$ cat src/hdl/rmq_pkg.sv
// Shared types, constants and the square-root step for the rotation-to-quaternion block.
// No dependencies; every other file but rmq_checker imports this package.
package rmq_pkg;

    localparam int FRAC_BITS_DEF = 14;  // default fraction bits (Q2.14)
    localparam int NW            = 64;  // normalized length-squared word
    localparam int LW            = 32;  // length and scaled magnitude width
    localparam int DW            = 16;  // port field width

    typedef struct packed {
        logic valid;
        logic degenerate;
    } rmq_ctl_t;

    typedef struct packed {
        logic [NW-1:0] rem;
        logic [NW-1:0] res;
    } rmq_sqrt_t;

    // One digit of the bit-pair integer square root.
    function automatic rmq_sqrt_t rmq_sqrt_step(rmq_sqrt_t s, logic [NW-1:0] bit_v);
        rmq_sqrt_t     r;
        logic [NW-1:0] trial;
        trial = s.res + bit_v;
        if (s.rem >= trial)
        begin
            r.rem = s.rem - trial;
            r.res = (s.res >> 1) + bit_v;
        end
        else
        begin
            r.rem = s.rem;
            r.res = s.res >> 1;
        end
        return r;
    endfunction

endpackage

$ cat src/hdl/rmq_front.sv
// Front end: input saturation, four-way branch, squares and the length-squared sum.
// Depends on rmq_pkg.
module rmq_front #(
    parameter int FRAC_BITS = rmq_pkg::FRAC_BITS_DEF
) (
    input  logic                   clk,
    input  logic                   rst_n,
    input  logic                   en,
    input  logic                   in_valid,
    input  logic signed [15:0]     axis [9],
    output rmq_pkg::rmq_ctl_t      ctl_out,
    output logic [FRAC_BITS+2:0]   mag_out [4],
    output logic [3:0]             neg_out,
    output logic [rmq_pkg::NW-1:0] n_out
);
    import rmq_pkg::*;

    // wide enough for a raw 16-bit entry before the clamp and for the branch sums
    localparam int CW   = (FRAC_BITS + 4 > 17) ? FRAC_BITS + 4 : 17;
    localparam int MW   = FRAC_BITS + 3;
    localparam int SQW  = 2 * MW;
    localparam int SUMW = 2 * MW + 2;
    localparam logic signed [CW-1:0] ONE = {{(CW-FRAC_BITS-1){1'b0}}, 1'b1, {FRAC_BITS{1'b0}}};

    logic signed [CW-1:0] v [9];
    logic signed [CW-1:0] t;
    logic signed [CW-1:0] arg;
    logic signed [CW-1:0] c [4];

    logic signed [CW-1:0] c_reg [4];
    logic                 argpos_reg;
    logic                 v1_reg;

    logic [MW-1:0]        mag_next [4];
    logic [SQW-1:0]       sq_next [4];
    logic [SQW-1:0]       sq_reg [4];
    logic [MW-1:0]        mag2_reg [4];
    logic [3:0]           neg2_reg;
    logic                 argpos2_reg;
    logic                 v2_reg;

    logic [NW-1:0]        n_next;
    logic [NW-1:0]        n_reg;
    logic [MW-1:0]        mag3_reg [4];
    logic [3:0]           neg3_reg;
    logic                 deg3_reg;
    logic                 v3_reg;

    always_comb
    begin
        for (int i = 0; i < 9; i++)
        begin
            v[i] = CW'(axis[i]);
            if (v[i] > ONE)
                v[i] = ONE;
            else if (v[i] < -ONE)
                v[i] = -ONE;
        end
        t = v[0] + v[4] + v[8];
        if (t > 0)
        begin
            arg  = t + ONE;
            c[0] = v[5] - v[7];
            c[1] = v[6] - v[2];
            c[2] = v[1] - v[3];
            c[3] = arg;
        end
        else if (v[0] > v[4] && v[0] > v[8])
        begin
            arg  = ONE + v[0] - v[4] - v[8];
            c[0] = arg;
            c[1] = v[3] + v[1];
            c[2] = v[6] + v[2];
            c[3] = v[5] - v[7];
        end
        else if (v[4] > v[8])
        begin
            arg  = ONE + v[4] - v[0] - v[8];
            c[0] = v[3] + v[1];
            c[1] = arg;
            c[2] = v[7] + v[5];
            c[3] = v[6] - v[2];
        end
        else
        begin
            arg  = ONE + v[8] - v[0] - v[4];
            c[0] = v[6] + v[2];
            c[1] = v[7] + v[5];
            c[2] = arg;
            c[3] = v[1] - v[3];
        end
    end

    always_comb
    begin
        for (int i = 0; i < 4; i++)
        begin
            mag_next[i] = c_reg[i][CW-1] ? MW'(-c_reg[i]) : MW'(c_reg[i]);
            sq_next[i]  = SQW'(mag_next[i]) * SQW'(mag_next[i]);
        end
        n_next = NW'(SUMW'(sq_reg[0]) + SUMW'(sq_reg[1]) + SUMW'(sq_reg[2])
                     + SUMW'(sq_reg[3]));
    end

    always_ff @(posedge clk or negedge rst_n)
    begin
        if (!rst_n)
        begin
            v1_reg <= 1'b0;
            v2_reg <= 1'b0;
            v3_reg <= 1'b0;
        end
        else if (en)
        begin
            v1_reg <= in_valid;
            v2_reg <= v1_reg;
            v3_reg <= v2_reg;
        end
    end

    always_ff @(posedge clk)
    begin
        if (en)
        begin
            c_reg       <= c;
            argpos_reg  <= (arg > 0);
            sq_reg      <= sq_next;
            mag2_reg    <= mag_next;
            for (int i = 0; i < 4; i++)
                neg2_reg[i] <= c_reg[i][CW-1];
            argpos2_reg <= argpos_reg;
            n_reg       <= n_next;
            mag3_reg    <= mag2_reg;
            neg3_reg    <= neg2_reg;
            deg3_reg    <= !argpos2_reg || (n_next == '0);
        end
    end

    assign ctl_out.valid      = v3_reg;
    assign ctl_out.degenerate = deg3_reg;
    assign mag_out            = mag3_reg;
    assign neg_out            = neg3_reg;
    assign n_out              = n_reg;

endmodule

$ cat config.mk
export PLATFORM = sky130hd
export DESIGN_NAME = rmq_front
export DESIGN_NICKNAME = d
export VERILOG_FILES = /design/src/hdl/rmq_pkg.sv /design/src/hdl/rmq_front.sv
export SDC_FILE = /design/constraint.sdc
export NUM_CORES = 2
export LEC_CHECK = 0
export BUFFER_PORTS_ARGS = -buffer_cell sky130_fd_sc_hd__buf_2
export CAP_MARGIN = 40
export CORE_MARGIN = 2
export CORE_UTILIZATION = 59
export CTS_BUF_LIST = sky130_fd_sc_hd__clkbuf_4
export CTS_CLUSTER_DIAMETER = 120
export DETAILED_ROUTE_END_ITERATION = 6
export GPL_TIMING_DRIVEN = 0
export PLACE_DENSITY = 0.82
export SYNTH_ARGS = -nofsm -noshare
export SYNTH_HDL_FRONTEND = slang
export SYNTH_SLANG_ARGS = --single-unit
$ cat constraint.sdc
create_clock -name clk -period 7.9 [get_ports clk]
set_clock_uncertainty 0.2 [all_clocks]
set_input_delay 0.395 -clock clk [delete_from_list [all_inputs] [get_ports clk]]
set_output_delay 0.395 -clock clk [all_outputs]
set_load 0.01 [all_outputs]
==> Implementation_results.wiki <==
{| class="wikitable"
! Metric !! Value
|-
| Total number of vias || between 50000 and 60000
|-
| Max incr delay on CP || roughly 590 ps
|-
| Max FFs per register || about 130
|-
| Total negative slack || -9600 ps
|-
| Worst setup SP type || flip-flop
|-
| GR Layer Usage met3 || 0.0687
|-
| R2R cell count || 30
|-
| # rows || about 120
|-
| Proportion of layout cells with a drive suffix above 1 || 0.172
|-
| Outcome || finished, violations left
|-
| Sum of net half-perimeters after detailed placement || ~160000 um
|-
| Prevailing post-synth register cell || sky130_fd_sc_hd__edfxtp_1
|-
| Syn Std Cell Area || 62500 um^2
|-
| TritonCTS clock tree || yes
|-
| Clk Latency, worst-skew pair || a little under 1000 ps
|-
| Total die area || approximately 110000 um^2
|-
| Buffers added on ports || ~260
|-
| Crit path max fanout || 5
|-
| IO Count || approximately 290
|-
| Placed Cells || approximately 8400
|-
| Final Hold Viols || 0
|-
| Sink Count || just under 400
|-
| Distinct cells, synth || between 80 and 90
|-
| Final period demand of the worst path || approximately 8500 ps
|-
| DRC || 0
|-
| Final standard cell count with taps included and fillers excluded || around 9000
|-
| Cell type with the highest aggregate area in the netlist || sky130_fd_sc_hd__fa_1
|-
| Pin count of the biggest net entering global routing || 104
|-
| Worst rel slew slack || 0.359
|-
| Flop and latch count out of synthesis || between 300 and 400
|-
| Total length of routed wires || 207000 um
|-
| All-Layer GR Usage || 0.365
|-
| Area fraction of the dominant cell type after synthesis || 0.288
|-
| Layout Utilization || 0.690
|-
| Ratio of routed vias to standard cells || roughly 6.0
|-
| Post-synthesis area per instance || ~9.4 um^2
|-
| Sum of overflow across all layers after global routing || 0
|-
| Net count reported at finish || ~9100
|-
| CP Class || flip-flop to flip-flop
|-
| Most used routing layer in global routing || met2
|-
| Cell count after synthesis || between 6000 and 7000
|-
| PnR worst setup slack || -614 ps
|-
| Setup Slack @ Placement || -2180 ps
|-
| Cell with the most instances on the worst path || sky130_fd_sc_hd__fa_1
|-
| Wire length per cell after detailed routing || ~24 um
|-
| Root Driver || sky130_fd_sc_hd__clkbuf_4
|-
| Endpoint arrival time on the critical path || roughly 9100 ps
|-
| Worst setup EP type || flip-flop
|-
| Starting utilization of the core area || 0.594
|-
| Placeable Area || ~110000 um^2
|-
| Die W || 329 um
|-
| Clk pin slew, worst setup/hold paths || 70 ps
|-
| Synthesis-to-finish area growth || 16.1%
|-
| Htree depth || 3
|-
| DRT iter0 DRCs || 4899
|-
| Worst-case register-to-register setup slack || -610 ps
|-
| Max-slew violations || 0
|-
| Violations in the final reports || negative setup slack
|-
| Tightest Hold Check Type || input port to flip-flop
|-
| Highest achievable clock rate || around 120 MHz
|-
| Number of synthesized flops with an enable pin || around 380
|-
| Startpoint of the lowest-slack register-to-register path || c_reg[57]
|-
| Vert. Die Dim || between 300 and 400 um
|-
| Endpoint of the lowest-slack register-to-register path || sq_reg[134]
|-
| Most area-consuming cells after synthesis || sky130_fd_sc_hd__fa_1 29%, sky130_fd_sc_hd__edfxtp_1 18%, sky130_fd_sc_hd__ha_1 15%
|-
| Hold depth || 4
|-
| Number of fillers in the final layout || roughly 7500
|-
| Last weighted congestion value of the routability-driven placer || around 1.1
|-
| Yosys synthesis warning count || 0
|-
| Final clock period utilization by the worst path || 1.08
|-
| Clock Tree Buf Depth || 3
|-
| Critical path's slowest cell || sky130_fd_sc_hd__or4_4
|-
| Hold worst-path end || c_reg[18]
|-
| Pre-Repair DR Iteration Count || 7
|-
| Post-synth ARST share || 0.00777
|-
| Transition time at the pin with the least slew margin || between 900 and 1000 ps
|-
| Total of max-cap violations || 0
|-
| Data required time of the worst path || between 8000 and 9000 ps
|-
| Origin of the worst min-delay path || axis[112]
|-
| Vias in the first global route || 54100
|-
| Post-synthesis sequential area ratio || 0.185
|-
| Fraction of met1 tracks used by global routing || 0.439
|-
| Setup violations, final || 40
|-
| Met2 usage || 0.604
|-
| Unrepaired setup endpoints after global routing || yes
|-
| Cts bufs inserted || 97
|-
| Final antenna-violating net count || 0
|-
| Global-route wire length before repair || about 300000 um
|-
| Antenna violations before repair || 5
|}
[layer usage]
metal / routed length, um / up-vias / part of all wire
met4: 18300 / 6 / 0.088
met5: 92 / - / 0.00044
met2: 96000 / 3302 / 0.46
met3: 20300 / 1127 / 0.098
met1: 72700 / 25600 / 0.35
li1: - / 22800 / -
[cells in the final DEF (no fill, tap or decap), types with 33 or more instances in the layout]
cell type,instances
sky130_fd_sc_hd__inv_1,1324
sky130_fd_sc_hd__fa_1,875
sky130_fd_sc_hd__ha_1,709
sky130_fd_sc_hd__nand2_1,570
sky130_fd_sc_hd__nor2_1,482
sky130_fd_sc_hd__edfxtp_1,383
sky130_fd_sc_hd__buf_4,265
sky130_fd_sc_hd__buf_2,258
sky130_fd_sc_hd__a21oi_1,216
sky130_fd_sc_hd__xnor2_1,203
sky130_fd_sc_hd__o21ai_0,137
sky130_fd_sc_hd__clkbuf_4,135
sky130_fd_sc_hd__nor3_1,100
sky130_fd_sc_hd__a21o_1,99
sky130_fd_sc_hd__clkbuf_1,94
sky130_fd_sc_hd__xor2_1,75
sky130_fd_sc_hd__a211oi_1,74
sky130_fd_sc_hd__and2_1,65
sky130_fd_sc_hd__inv_2,58
sky130_fd_sc_hd__nand3_1,55
sky130_fd_sc_hd__nand2b_1,52
sky130_fd_sc_hd__o21a_1,48
sky130_fd_sc_hd__nor2b_1,44
sky130_fd_sc_hd__and3_1,42
sky130_fd_sc_hd__nor4_1,38
sky130_fd_sc_hd__a31oi_1,38
sky130_fd_sc_hd__o21bai_1,35
sky130_fd_sc_hd__clkinv_1,34
sky130_fd_sc_hd__buf_6,34
sky130_fd_sc_hd__ha_4,34
sky130_fd_sc_hd__nand2_2,33
[area by class of cell]
cell class / instances / area [um^2] / share of cell area
inverters: 1411 / 5410 / 0.0746
repair buffers: 539 / 3660 / 0.0505
well taps: 1391 / 1740 / 0.0240
repair inverters: 1 / 5.00 / 0.0000690
diodes: 3 / 7.51 / 0.000103
plain buffers: 181 / 1110 / 0.0153
clock inverters: 54 / 408 / 0.00562
clock buffers: 125 / 938 / 0.0129
multi-input cells: 4706 / 47700 / 0.657
flip-flops and latches: 386 / 11600 / 0.160
[metrics by stage]
stage	area, um^2	hold WS, ps
CTS	70700	53.9
global placement	65800	-10.3
finish	72500	124
global route	72500	138
detailed placement	66200	-2.66
floorplan	62800	-101
[what timing repair did]
item,in CTS,in global routing
gates cloned,0,1
endpoints found under the setup margin,86,59
resized for setup,450,306
hold endpoints to repair,87,0
setup buffers,160,97
pin swaps,149,183
hold buffers,6,0
[cells in the mapped netlist (79+ instances only)]
library cell	number
sky130_fd_sc_hd__nor2_1	517
sky130_fd_sc_hd__ha_1	749
sky130_fd_sc_hd__o21ai_0	164
sky130_fd_sc_hd__a211oi_1	79
sky130_fd_sc_hd__xnor2_1	244
sky130_fd_sc_hd__nor3_1	104
sky130_fd_sc_hd__xor2_1	104
sky130_fd_sc_hd__a21oi_1	249
sky130_fd_sc_hd__inv_1	1386
sky130_fd_sc_hd__nand2_1	616
sky130_fd_sc_hd__fa_1	899
sky130_fd_sc_hd__a21o_1	99
sky130_fd_sc_hd__edfxtp_1	383
sky130_fd_sc_hd__clkbuf_1	157
[worst max path at each step]
stage	start	to	slack, ps	depth (start not counted)
floorplan	c_reg[54]	sq_reg[134]	-40	31
global placement	c_reg[36]	sq_reg[98]	-2540	31
detailed placement	c_reg[0]	sq_reg[33]	-2180	32
CTS	c_reg[54]	sq_reg[134]	-410	31
global route	c_reg[54]	sq_reg[135]	-750	32
finish	c_reg[57]	sq_reg[134]	-610	30
[worst max-delay path, delay by kind of cell (launching register included)]
kind            cells  cell delay, ps
compound gates      8            1440
buf+inv             8             830
flops               1             530
xor+xnor            1             160
fa+ha+maj           7            2880
simple gates        6            2220
[logic make-up (layout without fill, tap and decap cells)]
family / Yosys count / count (layout) / synth area share
flops: 386 / 386 / 0.185
fa+ha+maj: 1648 / 1648 / 0.438
mux: 41 / 41 / 0.00703
other cells: 1 / 31 / 0.0000600
xor+xnor: 350 / 350 / 0.0493
simple gates: 1698 / 1698 / 0.123
buf+inv: 1605 / 2311 / 0.0982
compound gates: 941 / 941 / 0.0988
Power is left out: the tool's default activity adds up to more than one toggle a clock period on the data nets, which glitch-free logic cannot reach.
