--- src/hdl/rmq_pkg.sv ---
// Shared types, constants and the square-root step for the rotation-to-quaternion block.
// No dependencies; every other file but rmq_checker imports this package.
package rmq_pkg;

    localparam int FRAC_BITS_DEF = 14;  // default fraction bits (Q2.14)
    localparam int NW            = 64;  // normalized length-squared word
    localparam int LW            = 32;  // length and scaled magnitude width
    localparam int DW            = 16;  // port field width

    typedef struct packed {
        logic valid;
        logic degenerate;
    } rmq_ctl_t;

    typedef struct packed {
        logic [NW-1:0] rem;
        logic [NW-1:0] res;
    } rmq_sqrt_t;

    // One digit of the bit-pair integer square root.
    function automatic rmq_sqrt_t rmq_sqrt_step(rmq_sqrt_t s, logic [NW-1:0] bit_v);
        rmq_sqrt_t     r;
        logic [NW-1:0] trial;
        trial = s.res + bit_v;
        if (s.rem >= trial)
        begin
            r.rem = s.rem - trial;
            r.res = (s.res >> 1) + bit_v;
        end
        else
        begin
            r.rem = s.rem;
            r.res = s.res >> 1;
        end
        return r;
    endfunction

endpackage

--- src/hdl/rmq_norm.sv ---
// Normalizer: shifts length-squared left by bit pairs until bit 63 or 62 is set,
// then scales the component magnitudes by the matching power of two. Depends on rmq_pkg.
module rmq_norm #(
    parameter int FRAC_BITS = rmq_pkg::FRAC_BITS_DEF
) (
    input  logic                   clk,
    input  logic                   rst_n,
    input  logic                   en,
    input  rmq_pkg::rmq_ctl_t      ctl_in,
    input  logic [rmq_pkg::NW-1:0] n_in,
    input  logic [FRAC_BITS+2:0]   mag_in [4],
    input  logic [3:0]             neg_in,
    output rmq_pkg::rmq_ctl_t      ctl_out,
    output logic [rmq_pkg::NW-1:0] n_out,
    output logic [rmq_pkg::LW-1:0] mg_out [4],
    output logic [3:0]             neg_out
);
    import rmq_pkg::*;

    localparam int MW = FRAC_BITS + 3;

    logic [NW-1:0] n1_next, n2_next;
    logic [1:0]    g1_next;
    logic [2:0]    g2_next;

    rmq_ctl_t      ctl1_reg, ctl2_reg, ctl3_reg;
    logic [NW-1:0] n1_reg, n2_reg, n3_reg;
    logic [1:0]    g1_reg;
    logic [4:0]    g2_reg;
    logic [MW-1:0] mag1_reg [4];
    logic [MW-1:0] mag2_reg [4];
    logic [LW-1:0] mg_next [4];
    logic [LW-1:0] mg3_reg [4];
    logic [3:0]    neg1_reg, neg2_reg, neg3_reg;

    always_comb
    begin
        n1_next = n_in;
        g1_next = '0;
        if (n1_next[NW-1 -: 32] == '0)
        begin
            n1_next    = n1_next << 32;
            g1_next[1] = 1'b1;
        end
        if (n1_next[NW-1 -: 16] == '0)
        begin
            n1_next    = n1_next << 16;
            g1_next[0] = 1'b1;
        end
        n2_next = n1_reg;
        g2_next = '0;
        if (n2_next[NW-1 -: 8] == '0)
        begin
            n2_next    = n2_next << 8;
            g2_next[2] = 1'b1;
        end
        if (n2_next[NW-1 -: 4] == '0)
        begin
            n2_next    = n2_next << 4;
            g2_next[1] = 1'b1;
        end
        if (n2_next[NW-1 -: 2] == '0)
        begin
            n2_next    = n2_next << 2;
            g2_next[0] = 1'b1;
        end
        for (int i = 0; i < 4; i++)
            mg_next[i] = LW'(NW'(mag2_reg[i]) << g2_reg);
    end

    always_ff @(posedge clk or negedge rst_n)
    begin
        if (!rst_n)
        begin
            ctl1_reg <= '0;
            ctl2_reg <= '0;
            ctl3_reg <= '0;
        end
        else if (en)
        begin
            ctl1_reg <= ctl_in;
            ctl2_reg <= ctl1_reg;
            ctl3_reg <= ctl2_reg;
        end
    end

    always_ff @(posedge clk)
    begin
        if (en)
        begin
            n1_reg   <= n1_next;
            g1_reg   <= g1_next;
            mag1_reg <= mag_in;
            neg1_reg <= neg_in;
            n2_reg   <= n2_next;
            g2_reg   <= {g1_reg, g2_next};
            mag2_reg <= mag1_reg;
            neg2_reg <= neg1_reg;
            n3_reg   <= n2_reg;
            mg3_reg  <= mg_next;
            neg3_reg <= neg2_reg;
        end
    end

    assign ctl_out = ctl3_reg;
    assign n_out   = n3_reg;
    assign mg_out  = mg3_reg;
    assign neg_out = neg3_reg;

endmodule

--- config.mk ---
export PLATFORM = sky130hd
export DESIGN_NAME = rmq_norm
export DESIGN_NICKNAME = d
export VERILOG_FILES = /design/src/hdl/rmq_pkg.sv /design/src/hdl/rmq_norm.sv
export SDC_FILE = /design/constraint.sdc
export NUM_CORES = 1
export LEC_CHECK = 0
export BUFFER_PORTS_ARGS = -buffer_cell sky130_fd_sc_hd__buf_2
export CAP_MARGIN = 0
export CORE_MARGIN = 8
export CORE_UTILIZATION = 53
export CTS_BUF_LIST = sky130_fd_sc_hd__clkbuf_4
export DETAILED_ROUTE_END_ITERATION = 16
export HOLD_SLACK_MARGIN = 0.1
export PLACE_DENSITY = 0.78
export SLEW_MARGIN = 15
export SYNTH_ARGS = -nofsm -noshare
export SYNTH_HDL_FRONTEND = slang
export SYNTH_SLANG_ARGS = --single-unit
--- constraint.sdc ---
create_clock -name clk -period 4.2 [get_ports clk]
set_clock_uncertainty 0.1 [all_clocks]
set_input_delay 0.63 -clock clk [delete_from_list [all_inputs] [get_ports clk]]
set_output_delay 0.63 -clock clk [all_outputs]
set_load 0.05 [all_outputs]
==> impl_metrics.env, run 1 <==
export IMPL_cts_tree="done"
export IMPL_crit_required_ns=4.84
export IMPL_period_share_pct=74.50
export IMPL_relSlewSlack_pct=21.10
export IMPL_yosys_warnings=0
export IMPL_irDropWorstVdd_uv=191.9
export IMPL_synth_largest_area_cell="edfxtp_1"
export IMPL_cts_sinks=481
export IMPL_crit_path_max_incr_delay_ns=0.86
export IMPL_first_global_vias=17613
export IMPL_dp_hpwl_mm=49.79
export IMPL_clk_latency_ns=0.89
export IMPL_fp_row_count=74
export IMPL_ys_top_cells_by_count="475 x edfxtp_1, 225 x nand2_1, 134 x nor2_1"
export IMPL_synth_area_mm2=0.02204
export IMPL_syn_nets=1890
export IMPL_globalplace_congestion=1.013
export IMPL_vias_per_cell=6.099
export IMPL_final_nets=2426
export IMPL_ys_seq_area_share_pct=65.41
export IMPL_critical_path_top_delay_family="buffers and inverters"
export IMPL_min_delay_start="en"
export IMPL_crit_path_frequent_cell="dlygate4sd3_1"
export IMPL_largest_reg_flops=128
export IMPL_grt_usage_pct=28.79
export IMPL_ant_nets=0
export IMPL_tightest_slew_ns=1.181
export IMPL_die_x_um=219.9
export IMPL_r2r_slack_ns=1.08
export IMPL_finalMaxSlewViolations=0
export IMPL_clk_transition_reported_paths_ns=0.07
export IMPL_area_growth_pct=24.36
export IMPL_synth_flop_cell="edfxtp_1"
export IMPL_worst_setup_path_start_kind="primary input"
export IMPL_crit_arrival_ns=3.77
export IMPL_die_area_mm2=0.04836
export IMPL_max_freq_mhz=319.6
export IMPL_synthCells=1749
export IMPL_synth_top_family_by_area="compound AO/OA/AOI/OAI gates"
export IMPL_finalInstanceArea_mm2=0.02741
export IMPL_finalSetupViolCount=0
export IMPL_async_flop_share_pct=1.247
export IMPL_worstSetupPathType="primary input to flip-flop"
export IMPL_fin_setup_tns_ns=0
export IMPL_crit_chain="dlygate4sd3_1 -> buf_2 -> nor4_1 -> nand4_1 -> buf_4 -> nor2_1 -> a22o_1 -> dlygate4sd3_1"
export IMPL_hold_ws_ns=0.2070
export IMPL_min_to="n1_reg[48]"
export IMPL_wire_per_inst_um=24.52
export IMPL_synth_seq_cells=481
export IMPL_routed_wirelength_mm=71.37
export IMPL_layout_min_cycle_time_ns=3.129
export IMPL_min_path_type="primary input to flip-flop"
export IMPL_synth_most_common_cell="edfxtp_1"
export IMPL_syn_mean_instance_area_um2=12.60
export IMPL_synth_simple_area_share_pct=9.578
export IMPL_reg2regPathDepth=5
export IMPL_cts_buffers=117
export IMPL_drive_gt1_share_pct=27.15
export IMPL_synth_top_area_share_pct=64.72
export IMPL_cpMaxStageDelayCell="nor2_1"
export IMPL_synth_area_leaders="edfxtp_1 65%, nand2_1 3.8%, mux2i_1 3.2%"
export IMPL_synth_fa_ha_area_share_pct=0
export IMPL_antenna_found_initial=6
export IMPL_r2r_start="g2_reg[0]"
export IMPL_cap_violations=0
export IMPL_start_util_pct=53.85
export IMPL_cellLeakagePower_nw=10.43
export IMPL_core_area_mm2=0.04092
export IMPL_port_buffers=338
export IMPL_io_pins=339
export IMPL_hold_depth=1
export IMPL_r2r_end="mg_out[78]"
export IMPL_outcome="completed"
export IMPL_rsz0062_at_grt="false"
export IMPL_grt_ovfl_total=0
export IMPL_vias=17755
export IMPL_placed_cell_area_mm2=0.02431
export IMPL_p_per_area_mw_per_mm2=428.8
export IMPL_grt_start_max_net_pins=105
export IMPL_grt_pass1_wl_mm=105.8
export IMPL_ys_types=56
export IMPL_synth_compound_area_share_pct=15.21
export IMPL_synth_mux_area_share_pct=6.802
export IMPL_cts_htree_levels=3
export IMPL_synth_edf_count=475
export IMPL_drc=0
export IMPL_initialDrtViolationCount=2171
export IMPL_die_height_um=219.9
export IMPL_synth_xor_area_share_pct=0
export IMPL_critPathMaxFanout=42
export IMPL_critical_path_buf_inv_count=4
export IMPL_crit_path_end_kind="flip-flop"
export IMPL_clock_root_buffer="clkbuf_4"
export IMPL_drtPass1Iterations=7
export IMPL_cts_path_max_buffers=3
export IMPL_hold_viol=0
## worst max-delay path by stage
stage,from,endpoint,slack (ns),cells past startpoint
CTS,g2_reg[0],mg_out[78],1.13,5
finish,n_in[60],n1_reg[20],1.07,8
detailed placement,g2_reg[0],mg_out[78],1.20,5
floorplan,n_in[40],n1_reg[22],1.96,6
global route,g2_reg[0],mg_out[61],0.99,6
global placement,g2_reg[0],mg_out[86],1.29,5
## per-stage QoR
step	utilization (%)	instances	power, W	setup slack, ns
final	66.97	2911	0.01175	1.071
after global routing	66.95	2909	0.01221	0.9876
after CTS	66.95	2908	0.01179	1.131
after detailed placement	59.41	2536	0.007938	1.196
after global placement	59.41	2536	0.007907	1.288
after floorplan	-	1749	0.007202	1.964
## cell usage in the layout, fill, tap and decap left out, types with 6 or more instances in the layout
master           n
clkbuf_4       157
a211oi_1        20
o21ai_0        127
nand3_1         56
clkinv_2        12
buf_2          337
nand2b_1         6
a22o_1          18
buf_12           6
o21bai_1         8
dlygate4sd3_1  162
o211ai_1        63
a32o_1           8
buf_4           44
mux2i_1         71
o22ai_1         39
nor4_1          12
edfxtp_1       475
mux2_2          58
o21ai_1          7
a22oi_1         27
dfrtp_1          6
mux4_2           6
a32oi_1         54
clkinv_1        35
and2_1          19
a221oi_1         6
nand2_1        225
inv_1           22
a211o_1          9
o221ai_1        14
nor3_1           6
a21oi_1         48
nor2_1         133
## cells by family (layout without fill, tap and decap cells)
logic type,after synthesis,after routing
AOI/OAI and AO/OA,489,489
buffers and inverters,158,785
DFF,481,481
muxes,135,135
other,0,3
and+or+nand+nor,486,486
## where the power goes
group,switching (W),total [W],internal (W)
clock network,0.00189,0.00376,0.00187
logic,0.00138,0.00199,0.000607
registers,0.000246,0.00600,0.00576
total,0.00352,0.0118,0.00823
## area by class of cell
cell class	instances	area, um2
flip-flops and latches	481	14410
fillers	3067	13520
multi-input cells	1110	6988
repair buffers	550	3774
clock buffers	157	1179
well taps	532	665.6
clock inverters	53	284.0
inverters	25	93.84
diodes	3	7.507
## metal layers
layer / up-vias / part of all wire, % / global-route usage [%]
met5: - / 0.036 / 0
met4: 4 / 5.5 / 16.66
met3: 223 / 8.7 / 6.554
li1: 7951 / - / -
met1: 8464 / 35 / 32.31
met2: 1113 / 51 / 49.98
## repair_timing
action | in CTS | in global routing
resized for setup | 0 | 0
hold buffers | 162 | 0
buffers inserted | 0 | 0
setup endpoints to repair | 0 | 0
hold endpoints to repair | 144 | 0
Power figures use the tool's default switching activity.
==> run 2: changes to the inputs <==
--- a/config.mk
+++ b/config.mk
@@ -12,7 +12,7 @@
 export CTS_BUF_LIST = sky130_fd_sc_hd__clkbuf_4
 export DETAILED_ROUTE_END_ITERATION = 16
 export HOLD_SLACK_MARGIN = 0.1
-export PLACE_DENSITY = 0.78
+export PLACE_DENSITY = 0.81
 export SLEW_MARGIN = 15
 export SYNTH_ARGS = -nofsm -noshare
 export SYNTH_HDL_FRONTEND = slang
==> constraint.sdc (replaced) <==
create_clock -name clk -period 2.5 [get_ports clk]
set_clock_uncertainty 0.1 [all_clocks]
set_input_delay 0.375 -clock clk [delete_from_list [all_inputs] [get_ports clk]]
set_output_delay 0.375 -clock clk [all_outputs]
set_load 0.05 [all_outputs]
==> impl_metrics.env, run 2 (synthesis gave the netlist of run 1 again) <==
export IMPL_dp_cells=2574
export IMPL_p_per_area_mw_per_mm2=710.0
export IMPL_clk_latency_ns=0.86
export IMPL_grt_start_max_net_pins=100
export IMPL_layout_commonest_cell="edfxtp_1"
export IMPL_critical_path_buf_inv_count=6
export IMPL_cts_htree_levels=3
export IMPL_final_cell_mix="475 x edfxtp_1, 337 x buf_2, 224 x nand2_1, 194 x dlygate4sd3_1, 165 x clkbuf_4"
export IMPL_dp_hpwl_mm=48.30
export IMPL_fin_setup_tns_ns=0
export IMPL_tightest_slew_ns=1.096
export IMPL_drive_gt1_share_pct=28.58
export IMPL_core_area_mm2=0.04092
export IMPL_crit_chain="dlygate4sd3_1 -> buf_2 -> nor4_2 -> nand4_1 -> buf_4 -> buf_12 -> nor2_1 -> buf_4 -> a21oi_1 -> dlygate4sd3_1 -> o21ai_0"
export IMPL_cts_buffers=116
export IMPL_cts_tree="done"
export IMPL_p_sw_share_pct=29.32
export IMPL_grt_pass1_wl_mm=106.2
export IMPL_grt_usage_pct=28.58
export IMPL_critical_path_top_delay_family="buffers and inverters"
export IMPL_port_buffers=338
export IMPL_ant_nets=0
export IMPL_cap_violations=0
export IMPL_antenna_found_initial=2
export IMPL_grt_busiest_layer="met2"
export IMPL_grt_ovfl_total=0
export IMPL_relSlewSlack_pct=26.68
export IMPL_fin_cells=2989
export IMPL_final_core_util_pct=69.40
export IMPL_crit_path_max_incr_delay_ns=0.58
export IMPL_worst_slack_ns=0.01875
export IMPL_vias_per_cell=6.071
export IMPL_max_freq_mhz=403.0
export IMPL_finalMaxSlewViolations=0
export IMPL_io_pins=339
export IMPL_routed_wirelength_mm=71.36
export IMPL_wire_per_inst_um=23.87
export IMPL_finalSetupViolCount=0
export IMPL_initialDrtViolationCount=1787
export IMPL_vias=18146
export IMPL_period_share_pct=99.25
export IMPL_globalplace_congestion=0.9755
export IMPL_grtUsageMet2_pct=49.02
export IMPL_num_fill_cells=2856
export IMPL_hold_viol=0
export IMPL_switchingPower_w=0.005912
export IMPL_crit_required_ns=3.05
export IMPL_cellLeakagePower_nw=10.90
export IMPL_min_path_type="primary input to flip-flop"
export IMPL_largest_reg_flops=128
export IMPL_irDropWorstVdd_uv=342.7
export IMPL_fp_row_count=74
export IMPL_cpMaxStageDelayCell="dlygate4sd3_1"
export IMPL_power_frac_seq_pct=49.9
export IMPL_cts_path_max_buffers=3
export IMPL_worst_setup_path_start_kind="primary input"
export IMPL_outcome="completed"
export IMPL_gr_usage_met1_pct=33.08
export IMPL_clk_transition_reported_paths_ns=0.08
export IMPL_drc=0
export IMPL_crit_path_end_kind="flip-flop"
export IMPL_die_x_um=219.9
export IMPL_cts_sinks=481
export IMPL_combPwrFrac_pct=17.2
export IMPL_critPathMaxFanout=21
export IMPL_crit_arrival_ns=3.03
export IMPL_die_area_mm2=0.04836
export IMPL_start_util_pct=53.85
export IMPL_first_global_vias=17999
export IMPL_die_height_um=219.9
export IMPL_worstSetupPathType="primary input to flip-flop"
export IMPL_pre_cts_ws_ns=-0.005710
export IMPL_area_growth_pct=28.88
export IMPL_drtPass1Iterations=8
export IMPL_use_met3_pct=5.800
export IMPL_clockPowerShare_pct=32.9
export IMPL_p_int_w=0.01425
export IMPL_clock_root_buffer="clkbuf_4"
export IMPL_layout_min_cycle_time_ns=2.481
export IMPL_final_nets=2501
==> run 2: cell count changes in the layout (fill, tap and decap cells not counted), moves of 3 or more <==
| cell | before | now |
|---|---|---|
| nor4_4 | 3 | 6 |
| dlygate4sd3_1 | 162 | 194 |
| clkbuf_4 | 157 | 165 |
| buf_12 | 6 | 19 |
| clkinv_2 | 12 | 8 |
| nor4_1 | 12 | 5 |
| buf_4 | 44 | 73 |
| nor4_2 | 0 | 4 |
==> run 2: area by class of cell <==
| type | count | area (um2) | area share (%) |
|---|---|---|---|
| Antenna cell | 1 | 2.502 | 0.008811 |
| Sequential cell | 481 | 14410 | 50.75 |
| Timing Repair Buffer | 626 | 4622 | 16.27 |
| Multi-Input combinational cell | 1110 | 7062 | 24.86 |
| Clock inverter | 49 | 302.8 | 1.066 |
| Inverter | 25 | 93.84 | 0.3304 |
| Tap cell | 532 | 665.6 | 2.344 |
| Clock buffer | 165 | 1239 | 4.361 |
==> run 2: through the flow <==
step,area [um2],total power (W),hold WS (ns)
after detailed placement,24740,0.01336,0.1035
final,28400,0.02017,0.1442
after global placement,24740,0.01330,0.09433
after floorplan,22040,0.01210,-0.02059
after CTS,28220,0.02014,0.1015
after global routing,28400,0.02093,0.1056
==> run 2: layer usage <==
metal | up-vias | wire [um]
met5 | - | 11
met4 | 2 | 4003
met3 | 225 | 6321
met2 | 1151 | 35580
met1 | 8666 | 25450
li1 | 8102 | -
==> run 2: timing repair <==
action / CTS / global route
hold buffers: 194 / 0
resized for setup: 0 / 20
setup buffers: 0 / 4
setup endpoints to repair: 0 / 45
hold endpoints to repair: 563 / 0
==> run 2: power groups by stage <==
stage                     sequential (W)  combinational [W]  clock, W
after global routing              0.0101            0.00366   0.00717
after floorplan                   0.0110            0.00115         0
after CTS                         0.0100            0.00340   0.00670
after global placement            0.0102            0.00312         0
final                             0.0101            0.00348   0.00663
after detailed placement          0.0102            0.00315         0
==> run 2: final timing paths <==
check / startpoint / to / slack (ns) / cells past startpoint
worst max-delay path: n_in[48] / n1_reg[63] / 0.02 / 11
worst max register to register: n1_reg[58] / n2_reg[12] / 0.02 / 4
min in group asynchronous: rst_n / ctl1_reg[0] / 0.42 / 3
worst min-delay path: mag_in[7] / mag1_reg[7] / 0.14 / 2
max in group asynchronous: rst_n / ctl_out[0] / 1.66 / 3
worst min register to register: mag1_reg[33] / mag2_reg[33] / 0.28 / 0
